<file path="src/rtl/assert_macros.svh">
// ----------------------------------------------------------------------------
// assertion macros
// shared concurrent assertion forms for the rtl folder
// ----------------------------------------------------------------------------
`ifndef ASSERT_MACROS_SVH
`define ASSERT_MACROS_SVH

`ifndef ASSERT_OFF

`define ASSERT_IMPL(label, clk, rst_n, ante, cons, msg) \
    label: assert property (@(posedge clk) disable iff (!(rst_n)) (ante) |-> (cons)) \
        else $error(msg);

`define ASSERT_NEXT(label, clk, rst_n, ante, cons, msg) \
    label: assert property (@(posedge clk) disable iff (!(rst_n)) (ante) |=> (cons)) \
        else $error(msg);

`else

`define ASSERT_IMPL(label, clk, rst_n, ante, cons, msg)

`define ASSERT_NEXT(label, clk, rst_n, ante, cons, msg)

`endif

`endif

</file>
<file path="src/rtl/ipc_pkg.sv">
// ----------------------------------------------------------------------------
// ipc_pkg
// types and constants of the address text classifier
// ----------------------------------------------------------------------------
package ipc_pkg;

    localparam int unsigned CHAR_W      = 8;
    localparam int unsigned VERDICT_W   = 2;

    localparam int unsigned V4_GC_W     = 3;
    localparam int unsigned V4_DC_W     = 2;
    localparam int unsigned V4_VAL_W    = 9;
    localparam int unsigned V4_PROD_W   = 12;
    localparam int unsigned V6_GC_W     = 4;
    localparam int unsigned V6_DC_W     = 3;

    localparam logic [CHAR_W-1:0] CHAR_DOT   = 8'h2E;
    localparam logic [CHAR_W-1:0] CHAR_COLON = 8'h3A;
    localparam logic [CHAR_W-1:0] CHAR_0     = 8'h30;
    localparam logic [CHAR_W-1:0] CHAR_9     = 8'h39;
    localparam logic [CHAR_W-1:0] CHAR_LO_A  = 8'h61;
    localparam logic [CHAR_W-1:0] CHAR_LO_F  = 8'h66;
    localparam logic [CHAR_W-1:0] CHAR_UP_A  = 8'h41;
    localparam logic [CHAR_W-1:0] CHAR_UP_F  = 8'h46;

    localparam logic [V4_GC_W-1:0]   V4_GROUPS_MAX = 3'd3;
    localparam logic [V4_DC_W-1:0]   V4_DIGITS_MAX = 2'd3;
    localparam logic [V4_VAL_W-1:0]  V4_VALUE_MAX  = 9'd255;
    localparam logic [V4_PROD_W-1:0] V4_VALUE_SAT  = 12'd256;
    localparam logic [V4_PROD_W-1:0] V4_RADIX      = 12'd10;
    localparam logic [V6_GC_W-1:0]   V6_GROUPS_MAX = 4'd7;
    localparam logic [V6_DC_W-1:0]   V6_DIGITS_MAX = 3'd4;

    typedef enum logic [VERDICT_W-1:0] {
        VERDICT_NONE = 2'd0,
        VERDICT_V4   = 2'd1,
        VERDICT_V6   = 2'd2
    } t_verdict;

endpackage

</file>
<file path="src/rtl/ipc_if.sv">
// ----------------------------------------------------------------------------
// ipc channel interfaces
// valid/ready channels for characters in and verdicts out
// ----------------------------------------------------------------------------
interface ipc_char_if;
    logic                        valid;
    logic                        ready;
    logic [ipc_pkg::CHAR_W-1:0]  character;
    logic                        last_char;

    modport source (output valid, output character, output last_char, input ready);
    modport sink   (input valid, input character, input last_char, output ready);
endinterface

interface ipc_verdict_if;
    logic                          valid;
    logic                          ready;
    logic [ipc_pkg::VERDICT_W-1:0] verdict;

    modport source (output valid, output verdict, input ready);
    modport sink   (input valid, input verdict, output ready);
endinterface

</file>
<file path="src/rtl/ip_address_text_classifier.sv">
// ----------------------------------------------------------------------------
// ip_address_text_classifier
// classifies an address string as ipv4, ipv6 or neither, one character per item
// ----------------------------------------------------------------------------
// usage:
//   i_char carries one ascii character per item, last_char set on the final
//   character of a string. o_verdict carries one item per string: 0 neither,
//   1 valid ipv4, 2 valid ipv6. a dot anywhere in the string selects ipv4.
//   the final character passes the input register, then the state update loads
//   the verdict into the result register. throughput: one character per cycle
//   unless a final character waits; the per-character counter and compare
//   update is a single registered step, so strings stream back to back.
//   a stalled o_verdict holds its item; further characters that are not final
//   keep flowing, and a final character waits in the input register, holding
//   i_char.ready low, until the result register frees.
//   reset (i_rst_n low, synchronous) empties both registers and clears the
//   per-string state; the state clears again after every verdict.
// ----------------------------------------------------------------------------
`include "assert_macros.svh"

module ip_address_text_classifier (
    input  logic           i_clk,
    input  logic           i_rst_n,
    ipc_char_if.sink       i_char,
    ipc_verdict_if.source  o_verdict
);

    logic                                r_in_valid;
    logic [ipc_pkg::CHAR_W-1:0]          r_char;
    logic                                r_last;

    logic                                r_saw_dot, n_saw_dot;
    logic [ipc_pkg::V4_GC_W-1:0]         r_v4_gc, n_v4_gc;
    logic [ipc_pkg::V4_DC_W-1:0]         r_v4_dc, n_v4_dc;
    logic [ipc_pkg::V4_VAL_W-1:0]        r_v4_val, n_v4_val;
    logic                                r_v4_lz, n_v4_lz;
    logic                                r_v4_bad, n_v4_bad;
    logic [ipc_pkg::V6_GC_W-1:0]         r_v6_gc, n_v6_gc;
    logic [ipc_pkg::V6_DC_W-1:0]         r_v6_dc, n_v6_dc;
    logic                                r_v6_bad, n_v6_bad;

    logic                                r_out_valid;
    ipc_pkg::t_verdict                   r_verdict, n_verdict;

    logic                                out_free;
    logic                                s1_fire;
    logic                                in_fire;
    logic                                is_dot, is_colon, is_dec, is_hex;
    logic [3:0]                          digit;
    logic [ipc_pkg::V4_PROD_W-1:0]       prod;
    logic                                ok4, ok6;

    assign out_free       = !r_out_valid || o_verdict.ready;
    assign s1_fire        = r_in_valid && (!r_last || out_free);
    assign i_char.ready   = !r_in_valid || s1_fire;
    assign in_fire        = i_char.valid && i_char.ready;

    assign o_verdict.valid   = r_out_valid;
    assign o_verdict.verdict = r_verdict;

    // character classes
    assign is_dot   = (r_char == ipc_pkg::CHAR_DOT);
    assign is_colon = (r_char == ipc_pkg::CHAR_COLON);
    assign is_dec   = (r_char >= ipc_pkg::CHAR_0) && (r_char <= ipc_pkg::CHAR_9);
    assign is_hex   = is_dec
                   || ((r_char >= ipc_pkg::CHAR_LO_A) && (r_char <= ipc_pkg::CHAR_LO_F))
                   || ((r_char >= ipc_pkg::CHAR_UP_A) && (r_char <= ipc_pkg::CHAR_UP_F));
    assign digit    = r_char[3:0];
    assign prod     = ({3'b000, r_v4_val} * ipc_pkg::V4_RADIX) + {8'd0, digit};

    always_comb begin
        n_saw_dot = r_saw_dot || is_dot;

        n_v4_gc  = r_v4_gc;
        n_v4_dc  = r_v4_dc;
        n_v4_val = r_v4_val;
        n_v4_lz  = r_v4_lz;
        n_v4_bad = r_v4_bad;
        priority if (is_dot) begin
            if ((r_v4_dc == '0) || (r_v4_val > ipc_pkg::V4_VALUE_MAX)) begin
                n_v4_bad = 1'b1;
            end
            if (r_v4_gc >= ipc_pkg::V4_GROUPS_MAX) begin
                n_v4_bad = 1'b1;
            end else begin
                n_v4_gc = r_v4_gc + 1'b1;
            end
            n_v4_dc  = '0;
            n_v4_val = '0;
            n_v4_lz  = 1'b0;
        end else if (is_dec) begin
            if (r_v4_dc >= ipc_pkg::V4_DIGITS_MAX) begin
                n_v4_bad = 1'b1;
            end else begin
                if (r_v4_dc == '0) begin
                    n_v4_lz = (digit == 4'd0);
                end else if (r_v4_lz) begin
                    n_v4_bad = 1'b1;
                end
                n_v4_dc = r_v4_dc + 1'b1;
            end
            n_v4_val = (prod > ipc_pkg::V4_VALUE_SAT) ? ipc_pkg::V4_VALUE_SAT[ipc_pkg::V4_VAL_W-1:0]
                                                       : prod[ipc_pkg::V4_VAL_W-1:0];
        end else begin
            n_v4_bad = 1'b1;
        end

        n_v6_gc  = r_v6_gc;
        n_v6_dc  = r_v6_dc;
        n_v6_bad = r_v6_bad;
        priority if (is_colon) begin
            if (r_v6_dc == '0) begin
                n_v6_bad = 1'b1;
            end
            if (r_v6_gc >= ipc_pkg::V6_GROUPS_MAX) begin
                n_v6_bad = 1'b1;
            end else begin
                n_v6_gc = r_v6_gc + 1'b1;
            end
            n_v6_dc = '0;
        end else if (is_hex) begin
            if (r_v6_dc >= ipc_pkg::V6_DIGITS_MAX) begin
                n_v6_bad = 1'b1;
            end else begin
                n_v6_dc = r_v6_dc + 1'b1;
            end
        end else begin
            n_v6_bad = 1'b1;
        end

        // final group check on the updated state
        ok4 = !n_v4_bad && (n_v4_dc != '0) && (n_v4_val <= ipc_pkg::V4_VALUE_MAX)
           && (n_v4_gc == ipc_pkg::V4_GROUPS_MAX);
        ok6 = !n_v6_bad && (n_v6_dc != '0) && (n_v6_gc == ipc_pkg::V6_GROUPS_MAX);
        if (n_saw_dot) begin
            n_verdict = ok4 ? ipc_pkg::VERDICT_V4 : ipc_pkg::VERDICT_NONE;
        end else begin
            n_verdict = ok6 ? ipc_pkg::VERDICT_V6 : ipc_pkg::VERDICT_NONE;
        end
    end

    // input register
    always_ff @(posedge i_clk) begin
        if (!i_rst_n) begin
            r_in_valid <= 1'b0;
        end else if (i_char.ready) begin
            r_in_valid <= i_char.valid;
        end
        if (in_fire) begin
            r_char <= i_char.character;
            r_last <= i_char.last_char;
        end
    end

    // per-string state
    always_ff @(posedge i_clk) begin
        if (!i_rst_n || (s1_fire && r_last)) begin
            r_saw_dot <= 1'b0;
            r_v4_gc   <= '0;
            r_v4_dc   <= '0;
            r_v4_val  <= '0;
            r_v4_lz   <= 1'b0;
            r_v4_bad  <= 1'b0;
            r_v6_gc   <= '0;
            r_v6_dc   <= '0;
            r_v6_bad  <= 1'b0;
        end else if (s1_fire) begin
            r_saw_dot <= n_saw_dot;
            r_v4_gc   <= n_v4_gc;
            r_v4_dc   <= n_v4_dc;
            r_v4_val  <= n_v4_val;
            r_v4_lz   <= n_v4_lz;
            r_v4_bad  <= n_v4_bad;
            r_v6_gc   <= n_v6_gc;
            r_v6_dc   <= n_v6_dc;
            r_v6_bad  <= n_v6_bad;
        end
    end

    // result register
    always_ff @(posedge i_clk) begin
        if (!i_rst_n) begin
            r_out_valid <= 1'b0;
        end else if (s1_fire && r_last) begin
            r_out_valid <= 1'b1;
        end else if (o_verdict.ready) begin
            r_out_valid <= 1'b0;
        end
        if (s1_fire && r_last) begin
            r_verdict <= n_verdict;
        end
    end

    `ASSERT_IMPL(a_v4_gc_limit, i_clk, i_rst_n, r_in_valid || !r_in_valid,
        (r_v4_gc <= ipc_pkg::V4_GROUPS_MAX) && (r_v6_gc <= ipc_pkg::V6_GROUPS_MAX),
        "group count beyond its limit")
    `ASSERT_NEXT(a_clear_after_last, i_clk, i_rst_n, s1_fire && r_last,
        !r_saw_dot && (r_v4_gc == '0) && (r_v6_gc == '0) && !r_v4_bad && !r_v6_bad,
        "string state not cleared after the final character")
    `ASSERT_NEXT(a_verdict_loaded, i_clk, i_rst_n, s1_fire && r_last, r_out_valid,
        "final character gave no verdict item")
    `ASSERT_IMPL(a_no_overwrite, i_clk, i_rst_n, r_out_valid && !o_verdict.ready,
        !(s1_fire && r_last), "pending verdict item overwritten")

endmodule
</file>
<file path="src/flat_wrapper.sv">
// flat-port wrapper written by rule: the top's interface ports become plain ports
module ip_address_text_classifier_flat 
  (i_clk, i_rst_n, i_char_valid, i_char_character, i_char_last_char, i_char_ready, o_verdict_valid, o_verdict_verdict, o_verdict_ready);
  ipc_char_if i_char_i ();
  ipc_verdict_if o_verdict_i ();
  input  logic i_clk;
  input  logic i_rst_n;
  input wire logic [$bits(i_char_i.valid)-1:0] i_char_valid;
  input wire logic [$bits(i_char_i.character)-1:0] i_char_character;
  input wire logic [$bits(i_char_i.last_char)-1:0] i_char_last_char;
  output wire logic [$bits(i_char_i.ready)-1:0] i_char_ready;
  output wire logic [$bits(o_verdict_i.valid)-1:0] o_verdict_valid;
  output wire logic [$bits(o_verdict_i.verdict)-1:0] o_verdict_verdict;
  input wire logic [$bits(o_verdict_i.ready)-1:0] o_verdict_ready;
  assign i_char_i.valid = i_char_valid;
  assign i_char_i.character = i_char_character;
  assign i_char_i.last_char = i_char_last_char;
  assign i_char_ready = i_char_i.ready;
  assign o_verdict_valid = o_verdict_i.valid;
  assign o_verdict_verdict = o_verdict_i.verdict;
  assign o_verdict_i.ready = o_verdict_ready;
  ip_address_text_classifier u_core (.i_clk(i_clk), .i_rst_n(i_rst_n), .i_char(i_char_i), .o_verdict(o_verdict_i));
endmodule
</file>
<file path="config.mk">
export PLATFORM = sky130hd
export DESIGN_NAME = ip_address_text_classifier_flat
export DESIGN_NICKNAME = d
export VERILOG_FILES = /design/src/rtl/ipc_pkg.sv /design/src/rtl/ipc_if.sv /design/src/rtl/ip_address_text_classifier.sv /design/src/flat_wrapper.sv
export VERILOG_INCLUDE_DIRS = /design/src /design/src/rtl
export SDC_FILE = /design/constraint.sdc
export NUM_CORES = 1
export LEC_CHECK = 0
export ABC_CLOCK_PERIOD_IN_PS = 3900
export BUFFER_PORTS_ARGS = -buffer_cell sky130_fd_sc_hd__buf_2
export CORE_UTILIZATION = 30
export DETAILED_ROUTE_END_ITERATION = 16
export SLEW_MARGIN = 0
export SYNTH_ARGS = -nofsm -noshare
export SYNTH_HDL_FRONTEND = slang
export SYNTH_SLANG_ARGS = --single-unit
</file>
<file path="constraint.sdc">
create_clock -name i_clk -period 3.9 [get_ports i_clk]
set_input_delay 0.78 -clock i_clk [delete_from_list [all_inputs] [get_ports i_clk]]
set_output_delay 0.78 -clock i_clk [all_outputs]
set_load 0.03 [all_outputs]
</file>
* Yosys cells after proc, flatten, opt, wreduce, memory -nomap -nowiden *
Index checks and enable logic that the tools add are counted.

cells by class
  $add $sub $neg = 5
  reduce and logical (&&, ||, !) cells = 34
  multiply operators = 1
  equality and inequality tests = 5
  multiplexer cells = 34
  $lt $le $gt $ge = 13

operators with widths
  cell                  number
  $mux 9                3
  $mux 1                19
  $eq 8x6->1 const B    2
  $ge 8x7->1 const B    2
  $le 8x7->1 const B    2
  $mux 3                5
  $add 12x4->12         1
  $gt 12x9->1 const B   1
  $logic_and 1x1->1     11
  $mul 9x3->11 const B  1
  $mux 2                5
  $gt 9x8->1 const B    1
  $le 9x8->1 const B    1
  $ge 8x6->1 const B    1
  $le 8x6->1 const B    1
  $logic_or 1x1->1      8
  $mux 4                2
  $reduce_bool 2->1     4
  $add 3x1->3 const B   2
  $logic_not 1->1       6
  $add 4x1->4 const B   1
  $eq 4x3->1 const B    1
  $ge 4x3->1 const B    1
  $logic_not 4->1       1
  10 further kinds      10

storage, ports and cells
  input bits = 13
  bits in registers = 38
  word-level logic and storage cells = 106
  output and inout port bits = 4

* Logic depth before layout (Yosys ltp) *
  depth after elaboration = 11
  gate-level depth with buffers = 11
  mapped depth without buffers = 11

* Worst setup path after synthesis *
Ideal clock, no wire load.

  kind = register -> register
  from = reg u_core.r_v4_val[1] (netlist name)
  to = reg u_core.r_verdict[0] (netlist: u_core.o_verdict.verdict[0]) (data pin)
  arrival = 2.710 ns
  stages on the path, launching flop included = 12
  slack = 1.022 ns
  clock period less this slack = 2.878 ns
  setup time = 0.168 ns
  cells stage by stage = dfxtp_1 -> ha_1 -> ha_1 -> inv_1 -> fa_1 -> nor2b_1 -> o22ai_1 -> xnor2_1 -> nand4_1 -> or4_4 -> o21ai_4 -> nor4b_4

on the way
  word-level cells in the longest chain between the ends = 11
  elaborated cells between the ends (all ways) = 18
  those cells by class = 1 x add/sub; 1 x mul; 3 x order compare; 8 x mux; 5 x reduce/logical

ends and longest elaborated chain
  what                                                      line                                                                 text
  start, declared                                           ip_address_text_classifier.sv:35                                     logic [ipc_pkg::V4_VAL_W-1:0] r_v4_val, n_v4_val;
  start signal, assigned                                    ip_address_text_classifier.sv:171                                    r_v4_val <= n_v4_val;
  $mul 9x3->11 / $gt 9x8->1 (equally long branches)         ip_address_text_classifier.sv:69, ip_address_text_classifier.sv:80
  $add 12x4->12 / $logic_or 1x1->1 (equally long branches)  ip_address_text_classifier.sv:69, ip_address_text_classifier.sv:80
  $gt 12x9->1 / $mux 1 (equally long branches)              ip_address_text_classifier.sv:102, ip_address_text_classifier.sv:80
  $mux 9 / $mux 1 (equally long branches)                   ip_address_text_classifier.sv:102, ip_address_text_classifier.sv:83
  $mux 9 / $mux 1 (equally long branches)                   ip_address_text_classifier.sv:91, ip_address_text_classifier.sv:79
  $mux 9 / $logic_not 1->1 (equally long branches)          ip_address_text_classifier.sv:79, ip_address_text_classifier.sv:132
  $le 9x8->1 / $logic_and 1x1->1 (equally long branches)    ip_address_text_classifier.sv:132                                    ok4 = !n_v4_bad && (n_v4_dc != '0) && (n_v4_val <= ipc_pkg::V4_VALUE_MAX)
  $logic_and 1x1->1 (*)                                     ip_address_text_classifier.sv:132
  $logic_and 1x1->1 (*)                                     ip_address_text_classifier.sv:133                                    && (n_v4_gc == ipc_pkg::V4_GROUPS_MAX);
  $mux 1 (*)                                                ip_address_text_classifier.sv:136                                    n_verdict = ok4 ? ipc_pkg::VERDICT_V4 : ipc_pkg::VERDICT_NONE;
  $mux 2 (*)                                                ip_address_text_classifier.sv:135                                    if (n_saw_dot) begin
  end signal, assigned                                      ip_address_text_classifier.sv:190                                    r_verdict <= n_verdict;
  end, declared                                             ip_address_text_classifier.sv:43                                     ipc_pkg::t_verdict r_verdict, n_verdict;

Every way passes the cells marked *; elsewhere a longest branch is shown, timed or not.
A chain may end at the register's enable or synchronous reset.

* Final worst setup path *
  from = reg u_core.r_v4_val[1] (netlist name)
  to = reg u_core.r_v4_val[6] (netlist name)

on the way
  word-level cells in the longest chain between the ends = 6

ends and longest elaborated chain
  what               line                               text
  $mul 9x3->11 (*)   ip_address_text_classifier.sv:69   assign prod = ({3'b000, r_v4_val} * ipc_pkg::V4_RADIX) + {8'd0, digit};
  $add 12x4->12 (*)  ip_address_text_classifier.sv:69
  $gt 12x9->1        ip_address_text_classifier.sv:102  n_v4_val = (prod > ipc_pkg::V4_VALUE_SAT) ? ipc_pkg::V4_VALUE_SAT[ipc_pkg::V4_VAL_W-1:0]
  $mux 9 (*)         ip_address_text_classifier.sv:102
  $mux 9 (*)         ip_address_text_classifier.sv:91   end else if (is_dec) begin
  $mux 9 (*)         ip_address_text_classifier.sv:79   priority if (is_dot) begin

Marks and branches as above.

==> impl_metrics.yaml <==
die:
  initial_core_util: 0.318
  coreArea_um2: 7410
  boundaryPins: 17
  dieArea_um2: 8210
  die_h_um: 90.6
  core.rowCount: 31
  die_w_um: 90.6
synthesis:
  syn_inst: 250
  synthFlopType: "dfxtp_1"
  synth_area_um2: 2350
  postSynthAreaPerCell_um2: 9.42
  synth-seq-cells: 38
  yosysUniqueCellTypes: 54
  synthArstFlopShare: 0
  syn-num-nets: 286
  synth_edf_count: 11
  yosys_warnings: 0
  synth_seq_area_share: 0.370
clock_tree:
  cts_buffers: 5
  cts_tree: "built"
  cts_buffer_depth: 2
  cts-root-buf: "clkbuf_8"
  cts_hold_buf: 0
  cts.htree.levels: 2
  cts-resized-gates: 0
  post_cts_buffers: 0
  path_clk_slew_ns: 0.08
  cts.sinks: 38
  insertion_delay_ns: 0.29
global_route:
  grt_pass1_wl_mm: 8.10
  overflow: 0
  grt_pass1_vias: 1811
  grt_max_degree: 15
  grt_use_total: 0.122
  antenna_found_initial: 0
sta:
  fmax_ghz: 0.309
  setup_violations: 0
  worstMarginPinSlew_ns: 0.861
  fin_skew_ns: 0.00906
  layout_min_cycle_time_ns: 3.24
  grt_setup_unrepaired: "false"
  period_share: 0.830
  fin_tns_setup_ns: 0
  hold_viol: 0
  drv_slew: 0
  relSlewSlack: 0.423
final_layout:
  nets: 307
  area_growth_pct: 12.4
  drive_above_1_share: 0.143
  num_antenna_cells: 0
  nFillCells: 759
routing:
  vias: 1914
  drt_iter0_drc: 63
  drtPass1Iterations: 4
  drc: 0
  vias_per_cell: 5.16
  wirelength_mm: 4.73
  wire_per_inst_um: 12.7
  postRouteAntennaNets: 0
power_and_ir_drop:
  ir_drop_mv: 0.239
  totalPowerFinal_w: 0.000736
  p_leak_nw: 1.12
  power.density_nw_per_um2: 278
placement:
  dp_hpwl_mm: 3.66
  port_buffers: 16
  place_congestion: 0.780
critical_path:
  critPathRequiredTime_ns: 4.14
  crit_arrival_ns: 3.47
  startpoint_type: "flop"
  cp_max_fo: 8
  worst-setup-path-type: "flop to flop"
  cp-end-kind: "flop"
worst_hold_path:
  hold_path.class: "flop to flop"
run_status:
  status: "complete, no violations"
flow_run:
  drv_cap: 0
## critical path, stage by stage (launching register included)
cell and delay, ns:
dfxtp_1 0.35, ha_1 0.29, ha_1 0.15, inv_1 0.05, fa_1 0.44, xnor2_1 0.36
nand4_1 0.20, a21oi_1 0.17, a21oi_1 0.06, o31ai_1 0.71, and3_1 0.29, a22o_1 0.12
## through the flow
stage	setup WS, ns	instance area (µm²)	utilization	hold WS, ns	cells
2_1_floorplan	1.02	2350	-	0.438	250
3_5_place_dp	0.711	2550	0.345	0.457	363
4_1_cts	0.707	2650	0.357	0.468	371
3_3_place_gp	0.847	2550	0.345	0.450	363
5_1_grt	0.425	2650	0.357	0.501	371
6_report	0.664	2650	0.357	0.471	371
## synthesized netlist by cell type (2+ instances only)
cell type  count  area, µm²
or3_1          4       25.0
mux2i_1        2       20.0
or2_2          3       18.8
ha_1          21        263
and3_1         5       31.3
clkbuf_1       3       11.3
a22o_1         3       26.3
a221oi_1       2       17.5
o21ai_0        7       35.0
edfxtp_1      11        330
and2_1         6       37.5
inv_1         14       52.6
a211o_1        3       26.3
xnor2_1       10       87.6
or4_1          2       15.0
nand4_1        8       50.1
a21o_1         2       15.0
xor2_1         2       17.5
a31oi_1        7       43.8
nand2_1       17       63.8
a41o_2         5       56.3
nor3b_1        2       15.0
fa_1           2       40.0
nor2_1        20       75.1
a21oi_1       19       95.1
o21a_1         2       15.0
o31ai_1        2       15.0
nand3_1        4       20.0
dfxtp_1       27        541
nor2b_1        5       31.3
nor3_1         5       25.0
nand3b_1       3       22.5
## cells by family (layout without fill, tap and decap cells)
logic type | after synthesis | count (layout) | share of synthesized area
buf+inv | 17 | 39 | 0.0271
simple gates | 94 | 94 | 0.226
mux | 2 | 2 | 0.00850
compound gates | 64 | 64 | 0.195
xor+xnor | 12 | 12 | 0.0446
fa+ha+maj | 23 | 23 | 0.129
flops | 38 | 38 | 0.370
## sequential cells by signal, indices dropped and copies added (netlist names)
| signal | cells |
|---|---|
| u_core.o_verdict.valid | 1 |
| u_core.o_verdict.verdict | 2 |
| u_core.r_char | 8 |
| u_core.r_in_valid | 1 |
| u_core.r_last | 1 |
| u_core.r_saw_dot | 1 |
| u_core.r_v4_bad | 1 |
| u_core.r_v4_dc | 2 |
| u_core.r_v4_gc | 3 |
| u_core.r_v4_lz | 1 |
| u_core.r_v4_val | 9 |
| u_core.r_v6_bad | 1 |
| u_core.r_v6_dc | 3 |
| u_core.r_v6_gc | 4 |
## area by class of cell
| cell class | instances | area, µm² | share of cell area |
|---|---|---|---|
| clock buffers | 7 | 86.3 | 0.0326 |
| clock inverters | 1 | 5.00 | 0.00189 |
| inverters | 14 | 52.6 | 0.0199 |
| multi-input cells | 195 | 1420 | 0.537 |
| flip-flops and latches | 38 | 871 | 0.329 |
| well taps | 99 | 124 | 0.0468 |
| repair buffers | 17 | 87.6 | 0.0331 |
## per-layer routing
| layer | part of all wire | global-route usage | vias to the layer above | wire, µm |
|---|---|---|---|---|
| li1 | - | - | 988 | - |
| met1 | 0.52 | 0.163 | 891 | 2440 |
| met2 | 0.45 | 0.193 | 32 | 2130 |
| met3 | 0.029 | 0.0261 | 3 | 137 |
| met4 | 0.0038 | 0.0403 | 0 | 18 |
| met5 | 0 | 0 | - | 0 |
## layout by cell type (no fill, tap or decap), types with 3 or more instances in the layout
cell type | Yosys | routed
a41o_2 | 5 | 5
clkbuf_8 | 0 | 6
or2_2 | 3 | 3
edfxtp_1 | 11 | 11
a211o_1 | 3 | 3
nor2_1 | 20 | 20
or3_1 | 4 | 4
ha_1 | 21 | 21
a31oi_1 | 7 | 7
inv_1 | 14 | 14
o21ai_0 | 7 | 7
nand4_1 | 8 | 8
nand3_1 | 4 | 4
xnor2_1 | 10 | 10
buf_2 | 0 | 16
nand3b_1 | 3 | 3
and2_1 | 6 | 6
and3_1 | 5 | 5
nor2b_1 | 5 | 5
dfxtp_1 | 27 | 27
a22o_1 | 3 | 3
a21oi_1 | 19 | 19
nor3_1 | 5 | 5
nand2_1 | 17 | 17
## path summary, 6_finish.rpt
path / startpoint / to / slack [ns] / cells after the start
max: u_core.r_v4_val[1]$_SDFFE_PP0P_ / u_core.r_v4_val[6]$_SDFFE_PP0P_ / 0.66 / 11
min: u_core.r_v4_lz$_SDFFE_PP0P_ / u_core.r_v4_lz$_SDFFE_PP0P_ / 0.47 / 2
max reg2reg: u_core.r_v4_val[1]$_SDFFE_PP0P_ / u_core.r_v4_val[6]$_SDFFE_PP0P_ / 0.66 / 11
min reg2reg: u_core.r_v4_lz$_SDFFE_PP0P_ / u_core.r_v4_lz$_SDFFE_PP0P_ / 0.47 / 2
## power by group
group	switching, W	total (W)	leakage (nW)	internal, W
clock network	0.000133	0.000275	0.0482	0.000143
registers	0.00000814	0.000423	0.325	0.000415
logic	0.0000232	0.0000376	0.747	0.0000143
Power figures use the tool's default switching activity.
